[src/rtl/idrt_pkg.sv]
// Shared widths, constants and register indexes of the interval debt rate throttle.
`default_nettype none

package idrt_pkg;

    localparam int FRACTION_BITS = 16;
    localparam int TIME_W        = 64;
    localparam int CREDIT_W      = 48;
    localparam int RATE_W        = 32;
    localparam int IVAL_W        = 32;
    localparam int DELAY_W       = 32;
    localparam int CFG_W         = 48;
    localparam int CFG_IDX_W     = 2;

    // Divider width covers both the time span and the scaled credit debt.
    localparam int DIV_W = (TIME_W > CREDIT_W + FRACTION_BITS) ?
                           TIME_W : CREDIT_W + FRACTION_BITS;
    localparam int DIV_CNT_W = $clog2(DIV_W);

    localparam int S_TDATA_W = ((TIME_W + CREDIT_W + 7) / 8) * 8;
    localparam int M_TDATA_W = ((DELAY_W + 7) / 8) * 8;

    localparam logic [CFG_IDX_W-1:0] CFG_RATE     = 2'd0;
    localparam logic [CFG_IDX_W-1:0] CFG_INTERVAL = 2'd1;
    localparam logic [CFG_IDX_W-1:0] CFG_CREDIT   = 2'd2;

    localparam logic OP_RESTART = 1'b0;
    localparam logic OP_CHARGE  = 1'b1;

endpackage

`default_nettype wire

[src/rtl/idrt_div.sv]
// Shared iterative restoring divider, one quotient bit per cycle.
`default_nettype none

module idrt_div (
    input  wire logic                       clk,
    input  wire logic                       rst_n,
    input  wire logic                       start,
    input  wire logic [idrt_pkg::DIV_W-1:0] dividend,
    input  wire logic [idrt_pkg::DIV_W-1:0] divisor,
    output logic                            done,
    output logic [idrt_pkg::DIV_W-1:0]      quot,
    output logic [idrt_pkg::DIV_W-1:0]      rem
);

    logic                            busy_reg;
    logic                            done_reg;
    logic [idrt_pkg::DIV_CNT_W-1:0]  cnt_reg;
    logic [idrt_pkg::DIV_W-1:0]      quot_reg;
    logic [idrt_pkg::DIV_W-1:0]      rem_reg;
    logic [idrt_pkg::DIV_W-1:0]      dvsr_reg;
    logic [idrt_pkg::DIV_W:0]        shifted;
    logic [idrt_pkg::DIV_W:0]        trial;

    assign shifted = {rem_reg, quot_reg[idrt_pkg::DIV_W-1]};
    assign trial   = shifted - {1'b0, dvsr_reg};

    always_ff @(posedge clk or negedge rst_n)
    begin
        if (!rst_n)
        begin
            busy_reg <= 1'b0;
            done_reg <= 1'b0;
            cnt_reg  <= '0;
        end
        else
        begin
            // pulse on the cycle after the last quotient bit
            done_reg <= !start && busy_reg && (cnt_reg == '0);
            if (start)
            begin
                busy_reg <= 1'b1;
                cnt_reg  <= idrt_pkg::DIV_CNT_W'(idrt_pkg::DIV_W - 1);
            end
            else if (busy_reg)
            begin
                if (cnt_reg == '0)
                begin
                    busy_reg <= 1'b0;
                end
                else
                begin
                    cnt_reg <= cnt_reg - 1'b1;
                end
            end
        end
    end

    always_ff @(posedge clk)
    begin
        if (start)
        begin
            quot_reg <= dividend;
            rem_reg  <= '0;
            dvsr_reg <= divisor;
        end
        else if (busy_reg)
        begin
            // keep the difference when it does not go negative
            if (!trial[idrt_pkg::DIV_W])
            begin
                rem_reg  <= trial[idrt_pkg::DIV_W-1:0];
                quot_reg <= {quot_reg[idrt_pkg::DIV_W-2:0], 1'b1};
            end
            else
            begin
                rem_reg  <= shifted[idrt_pkg::DIV_W-1:0];
                quot_reg <= {quot_reg[idrt_pkg::DIV_W-2:0], 1'b0};
            end
        end
    end

    assign done = done_reg;
    assign quot = quot_reg;
    assign rem  = rem_reg;

endmodule

`default_nettype wire

[src/rtl/interval_debt_rate_throttle_top.sv]
// Top level of the interval debt rate throttle: registers, sequencer and shared divider.
// A restart or a charge with rate 0 goes straight to the finish state; a charge runs
// up to three divisions, a multiply-subtract loop and the control states.
// Throughput: one item at a time; s_tready is high only while the sequencer is idle.
// The shared 64-bit divider (one quotient bit per cycle) sets the charge time.
// Reset: rst_n asynchronous active low; rate 0, interval 1, allowance 0,
// window deadline 0, used credit 0, no result pending.
`default_nettype none

module interval_debt_rate_throttle_top (
    input  wire logic                                clk,
    input  wire logic                                rst_n,
    input  wire logic                                cfg_we,
    input  wire logic [idrt_pkg::CFG_IDX_W-1:0]      cfg_index,
    input  wire logic [idrt_pkg::CFG_W-1:0]          cfg_data,
    input  wire logic                                s_tvalid,
    output logic                                     s_tready,
    // [63:0] now_ticks, [111:64] amount
    input  wire logic [idrt_pkg::S_TDATA_W-1:0]      s_tdata,
    // [0] opcode
    input  wire logic                                s_tuser,
    output logic                                     m_tvalid,
    input  wire logic                                m_tready,
    // [31:0] delay_ms
    output logic [idrt_pkg::M_TDATA_W-1:0]           m_tdata
);

    localparam int TW = idrt_pkg::TIME_W;
    localparam int CW = idrt_pkg::CREDIT_W;
    localparam int DW = idrt_pkg::DIV_W;

    typedef enum logic [3:0] {
        ST_IDLE,
        ST_CU_DIV,
        ST_CU_EVAL,
        ST_S_DIV,
        ST_S_EVAL,
        ST_MUL,
        ST_W_CHECK,
        ST_W_DIV,
        ST_ADD,
        ST_FINISH
    } state_t;

    state_t                         state_reg;
    logic [idrt_pkg::RATE_W-1:0]    rate_reg;
    logic [idrt_pkg::IVAL_W-1:0]    ival_cfg_reg;
    logic [CW-1:0]                  allow_reg;
    logic [TW-1:0]                  dl_reg;
    logic [CW-1:0]                  used_reg;
    logic [TW-1:0]                  now_reg;
    logic [CW-1:0]                  amt_reg;
    logic [TW-1:0]                  q_reg;
    logic [TW-1:0]                  base_reg;
    logic [CW-1:0]                  s_reg;
    logic [CW-1:0]                  m_reg;
    logic [CW-1:0]                  ashift_reg;
    logic [idrt_pkg::DELAY_W-1:0]   delay_reg;
    logic                           m_tvalid_reg;
    logic [idrt_pkg::DELAY_W-1:0]   m_data_reg;
    logic                           div_start_reg;
    logic [DW-1:0]                  div_dividend_reg;
    logic [DW-1:0]                  div_divisor_reg;

    logic                           div_done;
    logic [DW-1:0]                  div_quot;
    logic [DW-1:0]                  div_rem;

    logic [TW-1:0]                  ival;
    logic [TW-1:0]                  in_now;
    logic [CW-1:0]                  in_amt;
    logic                           accept;
    logic [CW:0]                    used_sum;

    assign in_now   = s_tdata[TW-1:0];
    assign in_amt   = s_tdata[TW+CW-1:TW];
    assign s_tready = (state_reg == ST_IDLE);
    assign accept   = s_tvalid && s_tready;
    assign ival     = (ival_cfg_reg == '0) ? TW'(1) : TW'(ival_cfg_reg);
    assign used_sum = {1'b0, used_reg} + {1'b0, amt_reg};

    function automatic logic [TW-1:0] sat_add(input logic [TW-1:0] x, input logic [TW-1:0] y);
        logic [TW:0] s;
        s = {1'b0, x} + {1'b0, y};
        return s[TW] ? '1 : s[TW-1:0];
    endfunction

    idrt_div u_div (
        .clk      (clk),
        .rst_n    (rst_n),
        .start    (div_start_reg),
        .dividend (div_dividend_reg),
        .divisor  (div_divisor_reg),
        .done     (div_done),
        .quot     (div_quot),
        .rem      (div_rem)
    );

    always_ff @(posedge clk or negedge rst_n)
    begin
        if (!rst_n)
        begin
            rate_reg     <= '0;
            ival_cfg_reg <= idrt_pkg::IVAL_W'(1);
            allow_reg    <= '0;
        end
        else if (cfg_we)
        begin
            unique case (cfg_index)
                idrt_pkg::CFG_RATE:     rate_reg     <= cfg_data[idrt_pkg::RATE_W-1:0];
                idrt_pkg::CFG_INTERVAL: ival_cfg_reg <= cfg_data[idrt_pkg::IVAL_W-1:0];
                idrt_pkg::CFG_CREDIT:   allow_reg    <= cfg_data[CW-1:0];
                default:                ;
            endcase
        end
    end

    always_ff @(posedge clk or negedge rst_n)
    begin
        if (!rst_n)
        begin
            state_reg     <= ST_IDLE;
            dl_reg        <= '0;
            used_reg      <= '0;
            m_tvalid_reg  <= 1'b0;
            div_start_reg <= 1'b0;
        end
        else
        begin
            // drop the result after its transfer unless a new one is loaded
            if (m_tvalid_reg && m_tready && state_reg != ST_FINISH)
            begin
                m_tvalid_reg <= 1'b0;
            end

            unique case (state_reg)
                ST_IDLE:
                begin
                    if (accept)
                    begin
                        now_reg   <= in_now;
                        amt_reg   <= in_amt;
                        delay_reg <= '0;
                        if (s_tuser == idrt_pkg::OP_RESTART)
                        begin
                            dl_reg    <= sat_add(in_now, ival);
                            used_reg  <= allow_reg;
                            state_reg <= ST_FINISH;
                        end
                        else if (rate_reg == '0)
                        begin
                            state_reg <= ST_FINISH;
                        end
                        else if (in_now >= dl_reg)
                        begin
                            div_dividend_reg <= DW'(in_now - dl_reg);
                            div_divisor_reg  <= DW'(ival);
                            div_start_reg    <= 1'b1;
                            state_reg        <= ST_CU_DIV;
                        end
                        else
                        begin
                            state_reg <= ST_W_CHECK;
                        end
                    end
                end

                ST_CU_DIV:
                begin
                    div_start_reg <= 1'b0;
                    if (div_done)
                    begin
                        q_reg     <= div_quot[TW-1:0];
                        base_reg  <= now_reg - div_rem[TW-1:0];
                        state_reg <= ST_CU_EVAL;
                    end
                end

                ST_CU_EVAL:
                begin
                    if (used_reg > allow_reg && allow_reg == '0)
                    begin
                        // debt with no allowance never shrinks
                        dl_reg    <= sat_add(base_reg, ival);
                        state_reg <= ST_W_CHECK;
                    end
                    else if (used_reg > allow_reg)
                    begin
                        div_dividend_reg <= DW'(used_reg - 1'b1);
                        div_divisor_reg  <= DW'(allow_reg);
                        div_start_reg    <= 1'b1;
                        state_reg        <= ST_S_DIV;
                    end
                    else
                    begin
                        s_reg     <= '0;
                        state_reg <= ST_S_EVAL;
                    end
                end

                ST_S_DIV:
                begin
                    div_start_reg <= 1'b0;
                    if (div_done)
                    begin
                        s_reg     <= div_quot[CW-1:0];
                        state_reg <= ST_S_EVAL;
                    end
                end

                ST_S_EVAL:
                begin
                    if (TW'(s_reg) > q_reg)
                    begin
                        // carry the debt: used -= (q + 1) * allowance
                        m_reg      <= CW'(q_reg + 1'b1);
                        ashift_reg <= allow_reg;
                        dl_reg     <= sat_add(base_reg, ival);
                        state_reg  <= ST_MUL;
                    end
                    else if (TW'(s_reg) == q_reg)
                    begin
                        used_reg  <= '0;
                        dl_reg    <= sat_add(base_reg, ival);
                        state_reg <= ST_W_CHECK;
                    end
                    else
                    begin
                        used_reg  <= '0;
                        dl_reg    <= sat_add(now_reg, ival);
                        state_reg <= ST_W_CHECK;
                    end
                end

                ST_MUL:
                begin
                    if (m_reg == '0)
                    begin
                        state_reg <= ST_W_CHECK;
                    end
                    else
                    begin
                        if (m_reg[0])
                        begin
                            used_reg <= used_reg - ashift_reg;
                        end
                        m_reg      <= m_reg >> 1;
                        ashift_reg <= ashift_reg << 1;
                    end
                end

                ST_W_CHECK:
                begin
                    if (used_reg > allow_reg)
                    begin
                        div_dividend_reg <= DW'({used_reg - allow_reg,
                                                {idrt_pkg::FRACTION_BITS{1'b0}}});
                        div_divisor_reg  <= DW'(rate_reg);
                        div_start_reg    <= 1'b1;
                        state_reg        <= ST_W_DIV;
                    end
                    else
                    begin
                        state_reg <= ST_ADD;
                    end
                end

                ST_W_DIV:
                begin
                    div_start_reg <= 1'b0;
                    if (div_done)
                    begin
                        if (div_quot[DW-1:idrt_pkg::DELAY_W] != '0)
                        begin
                            delay_reg <= '1;
                        end
                        else
                        begin
                            delay_reg <= div_quot[idrt_pkg::DELAY_W-1:0];
                        end
                        state_reg <= ST_ADD;
                    end
                end

                ST_ADD:
                begin
                    used_reg  <= used_sum[CW] ? '1 : used_sum[CW-1:0];
                    state_reg <= ST_FINISH;
                end

                ST_FINISH:
                begin
                    // hold until the output slot is free
                    if (!m_tvalid_reg || m_tready)
                    begin
                        m_tvalid_reg <= 1'b1;
                        m_data_reg   <= delay_reg;
                        state_reg    <= ST_IDLE;
                    end
                end

                default:
                begin
                    state_reg <= ST_IDLE;
                end
            endcase
        end
    end

    assign m_tvalid = m_tvalid_reg;
    assign m_tdata  = idrt_pkg::M_TDATA_W'(m_data_reg);

endmodule

`default_nettype wire
[config.mk]
export PLATFORM = sky130hd
export DESIGN_NAME = interval_debt_rate_throttle_top
export DESIGN_NICKNAME = d
export VERILOG_FILES = /design/src/rtl/idrt_pkg.sv /design/src/rtl/idrt_div.sv /design/src/rtl/interval_debt_rate_throttle_top.sv
export SDC_FILE = /design/constraint.sdc
export NUM_CORES = 2
export LEC_CHECK = 0
export ABC_CLOCK_PERIOD_IN_PS = 15200
export BUFFER_PORTS_ARGS = -buffer_cell sky130_fd_sc_hd__buf_2
export CORE_ASPECT_RATIO = 0.8
export CORE_MARGIN = 2
export CORE_UTILIZATION = 60
export CTS_BUF_LIST = sky130_fd_sc_hd__clkbuf_8
export DETAILED_ROUTE_END_ITERATION = 6
export PLACE_DENSITY_LB_ADDON = 0.1
export SLEW_MARGIN = 20
export SYNTH_ARGS = -nofsm -noshare
export SYNTH_HDL_FRONTEND = slang
export SYNTH_SLANG_ARGS = --single-unit
[constraint.sdc]
create_clock -name clk -period 15.2 [get_ports clk]
set_clock_uncertainty 0.1 [all_clocks]
set_input_delay 3.04 -clock clk [delete_from_list [all_inputs] [get_ports clk]]
set_output_delay 3.04 -clock clk [all_outputs]
set_load 0.01 [all_outputs]
==> results by group <==
Yosys
  – Post-synth EDFFs: 672
  – Synth Area in Adders: 8.91%
  – Post-synthesis mux area share: 3.26%
  – Main combinational cell family by area after synthesis: compound AO/OA/AOI/OAI gates
  – Synth unique cells: 117
  – Synth Area in Compound Gates: 21.3%
  – Synthesized area per cell: 9.36 sq um
  – Yosys Warn Count: 0
  – Post-Synth Simple-Gate Area: 14.5%
  – Synth Net Count: 7852
  – Async set-reset flop share out of synthesis: 24.4%
  – Primary FF master, synth: edfxtp_1
  – Number of synthesized register bits: 974
  – Sequential fraction of the synthesis area: 40.6%
  – Cells after Synth: 7209
  – XOR/XNOR share of the synthesized area: 6.97%
  – Post-Synthesis Cell Area: 0.0675 sq mm

Worst hold path
  – Hold Path Sink: m_tdata[11]$_DFFE_PP_
  – Worst min path class: reg -> reg
  – Hold wc startpoint: delay_reg[11]$_SDFFCE_PN0P_
  – Hold path cells: 0

STA
  – TNS Setup: 0 ns
  – Hold slack: 0.304 ns
  – Max Clock Freq: 135 MHz
  – Setup Viol. Count Final: 0
  – Slew @ Worst Pin: 1.43 ns
  – Hold Vio Cnt, Final: 0
  – Crit path time final: 7.40 ns
  – Final Slew Violations: 0
  – Final worst-path cycle share: 48.7%
  – Relative slew slack: 3.10%
  – Unrepaired setup endpoints after global routing: no

Layout
  – Post-Layout Cell Count: 8976
  – Layout cells sized above 1: 10.6%
  – Register area: 0.0274 sq mm
  – Fillers: 9178
  – Final #Nets: 7968
  – Design area: 0.0731 sq mm
  – Area of the multi-input gates: 0.0372 sq mm
  – Final core occ: 65.8%
  – P&R area growth vs syn: 8.33%

Route
  – Wirelength, routed: 242 mm
  – Routed WL per cell: 27.0 um
  – Iter 0 DRT Violations: 8535
  – Final ANT Viol Nets: 0
  – Via count: 60600
  – Drt drc: 1
  – TritonRoute pass-1 iters: 7
  – Via-to-Cell Ratio: 6.75

Clock network
  – Clock buffer count from CTS: 162
  – Post-cts sizing count: 0
  – Clock Sinks: 974
  – Hold Buf Count CTS: 0
  – Worst skew pair latency: 0.93 ns
  – CTS clk-pin slew, worst paths: 0.07 ns
  – Clock Root Buffer: clkbuf_8
  – CTS tree: yes
  – Post-CTS setup buffer count: 0
  – CTS Buffer Depth: 3
  – H-tree depth: 4

GRT
  – Largest net degree at the start of global routing: 225
  – Congestion Overflow GR: 0
  – Antenna violations before repair: 24
  – Number of global-route vias before repair: 56000
  – Total track usage: 41.2%
  – First-pass GRT wire length: 356 mm

Worst setup path
  – CP Launch Type: flip-flop
  – CP bufs+invs: 4
  – Crit Path Max Fanout: 51
  – Worst Path Required: 12.06 ns
  – CP arrival: 4.26 ns
  – R2r endpoint: dl_reg[50]$_DFFE_PN0P_
  – R2R setup slack: 8.13 ns
  – Reg-to-Reg Start: ival_cfg_reg[31]$_DFFE_PN0P_
  – CP delay by family, top: buffers and inverters
  – Crit path max-delay cell type: dfrtp_1
  – Worst Setup End Kind: primary output
  – Crit path kind: reg -> out
  – Crit path top cell by count: buf_4
  – Reg2Reg Depth: 18
  – Crit path cell chain: nand2b_1 -> nor3_2 -> buf_4 -> nor2_4 -> buf_4 -> nand2_1 -> inv_1 -> buf_2
  – Worst path max stage delay: 0.67 ns

Run
  – Max cap viols: 0

Die
  – DIE AREA: 0.115 sq mm
  – Row count: 109
  – Die Span Y: 304 um
  – Die X: 379 um
  – Core area: 0.111 sq mm
  – Io pins: 202
  – Starting Density: 60.8%

Power
  – Max VDD drop: 0.000128 V
  – Pwr/cell area: 214 mW/mm^2
  – Lkg Pwr: 0.0296 uW

Placement
  – DP Area: 0.0698 sq mm
  – DP Cell Count: 8656
  – Gpl congestion: 1.04
  – # port buffers: 201
  – Post-detail-place hpwl: 185 mm

Run status
  – Failing checks: design-rule violations
  – Status: finished with violations
[synthesized netlist by cell type (15+ instances only)]
master    instances  share of area (%)
or3_1            45               0.42
clkbuf_1        270                1.5
and4_1           23               0.30
a21oi_1         589                4.4
edfxtp_1        672                 30
mux2i_1          15               0.22
a22oi_1          70               0.78
xor2_1          201                2.6
a41oi_1          22               0.29
or2_2            26               0.24
nand4_1         123                1.1
a211oi_1         79               0.88
dfxtp_1          64                1.9
buf_2            30               0.22
o21a_1           87               0.97
inv_1           458                2.5
nor2_1          440                2.4
a21o_1          224                2.5
ha_1            466                8.6
a221oi_1         45               0.58
xnor2_1         334                4.3
o211ai_1         57               0.63
dfrtp_1         237                8.8
o21ai_0         597                4.4
nand2b_1         55               0.51
and2_1           82               0.76
nor3_1          141                1.0
o22ai_1          57               0.53
a311oi_1         20               0.26
and3_1           75               0.70
nor2b_1          57               0.53
nor4_1           88               0.82
nand3_1         160                1.2
o21bai_1         77               0.86
nand2_1         591                3.3
o221ai_1         41               0.53
a31oi_1          77               0.71
mux2_2          182                3.0
o31ai_1          38               0.42
[area by class of cell]
cell class	count	share of cell area, %
Inverter	458	2.35
Sequential cell	974	37.5
Tap cell	1498	2.56
Multi-Input combinational cell	5457	50.9
Clock inverter	123	1.07
Clock buffer	177	3.33
Timing Repair Buffer	272	2.19
Antenna cell	17	0.0582
[power by group]
part / internal [uW] / switching (uW)
combinational: 3130 / 5780
clock: 1190 / 1200
sequential: 3690 / 689
total: 8010 / 7670
[per-layer routing]
metal | wire length [um] | up-vias | track usage (%)
met4 | 12100 | 12 | 18.3
li1 | - | 27000 | -
met2 | 99800 | 3820 | 57.7
met3 | 31300 | 676 | 12.6
met1 | 98900 | 29100 | 58.3
met5 | 123 | - | 0
[cell usage in the layout, fill, tap and decap left out, types with 201 or more instances in the layout]
cell type,synthesis,layout
o21ai_0,597,596
nand2_1,591,590
a21o_1,224,224
xnor2_1,334,334
a21oi_1,589,589
inv_1,458,516
ha_1,466,466
nor2_1,440,428
dfrtp_1,237,235
xor2_1,201,201
buf_2,30,201
edfxtp_1,672,672
[worst max-delay path by stage]
stage	from	end	cells past startpoint
final	state_reg[0]$_DFFE_PN0P_	s_tready	8
after global routing	s_tdata[25]	div_divisor_reg[22]$_DFFE_PP_	12
after CTS	state_reg[0]$_DFFE_PN0P_	s_tready	8
after detailed placement	s_tdata[25]	div_divisor_reg[1]$_DFFE_PP_	12
after global placement	s_tdata[25]	div_divisor_reg[1]$_DFFE_PP_	12
after floorplan	s_tdata[0]	div_dividend_reg[0]$_DFFE_PP_	12
[cell families after synthesis]
| group | count (synthesis) |
|---|---|
| compound gates | 2264 |
| xor+xnor | 536 |
| fa+ha+maj | 475 |
| buf+inv | 778 |
| flops | 974 |
| mux | 197 |
| simple gates | 1985 |
[metrics by stage]
step           power, uW  setup WS [ns]
6_report           15700           7.80
5_1_grt            16400           7.55
4_1_cts            15300           7.91
3_5_place_dp       12900           7.13
3_3_place_gp       12800           7.13
2_1_floorplan      10000           6.63
Power figures use the tool's default switching activity.
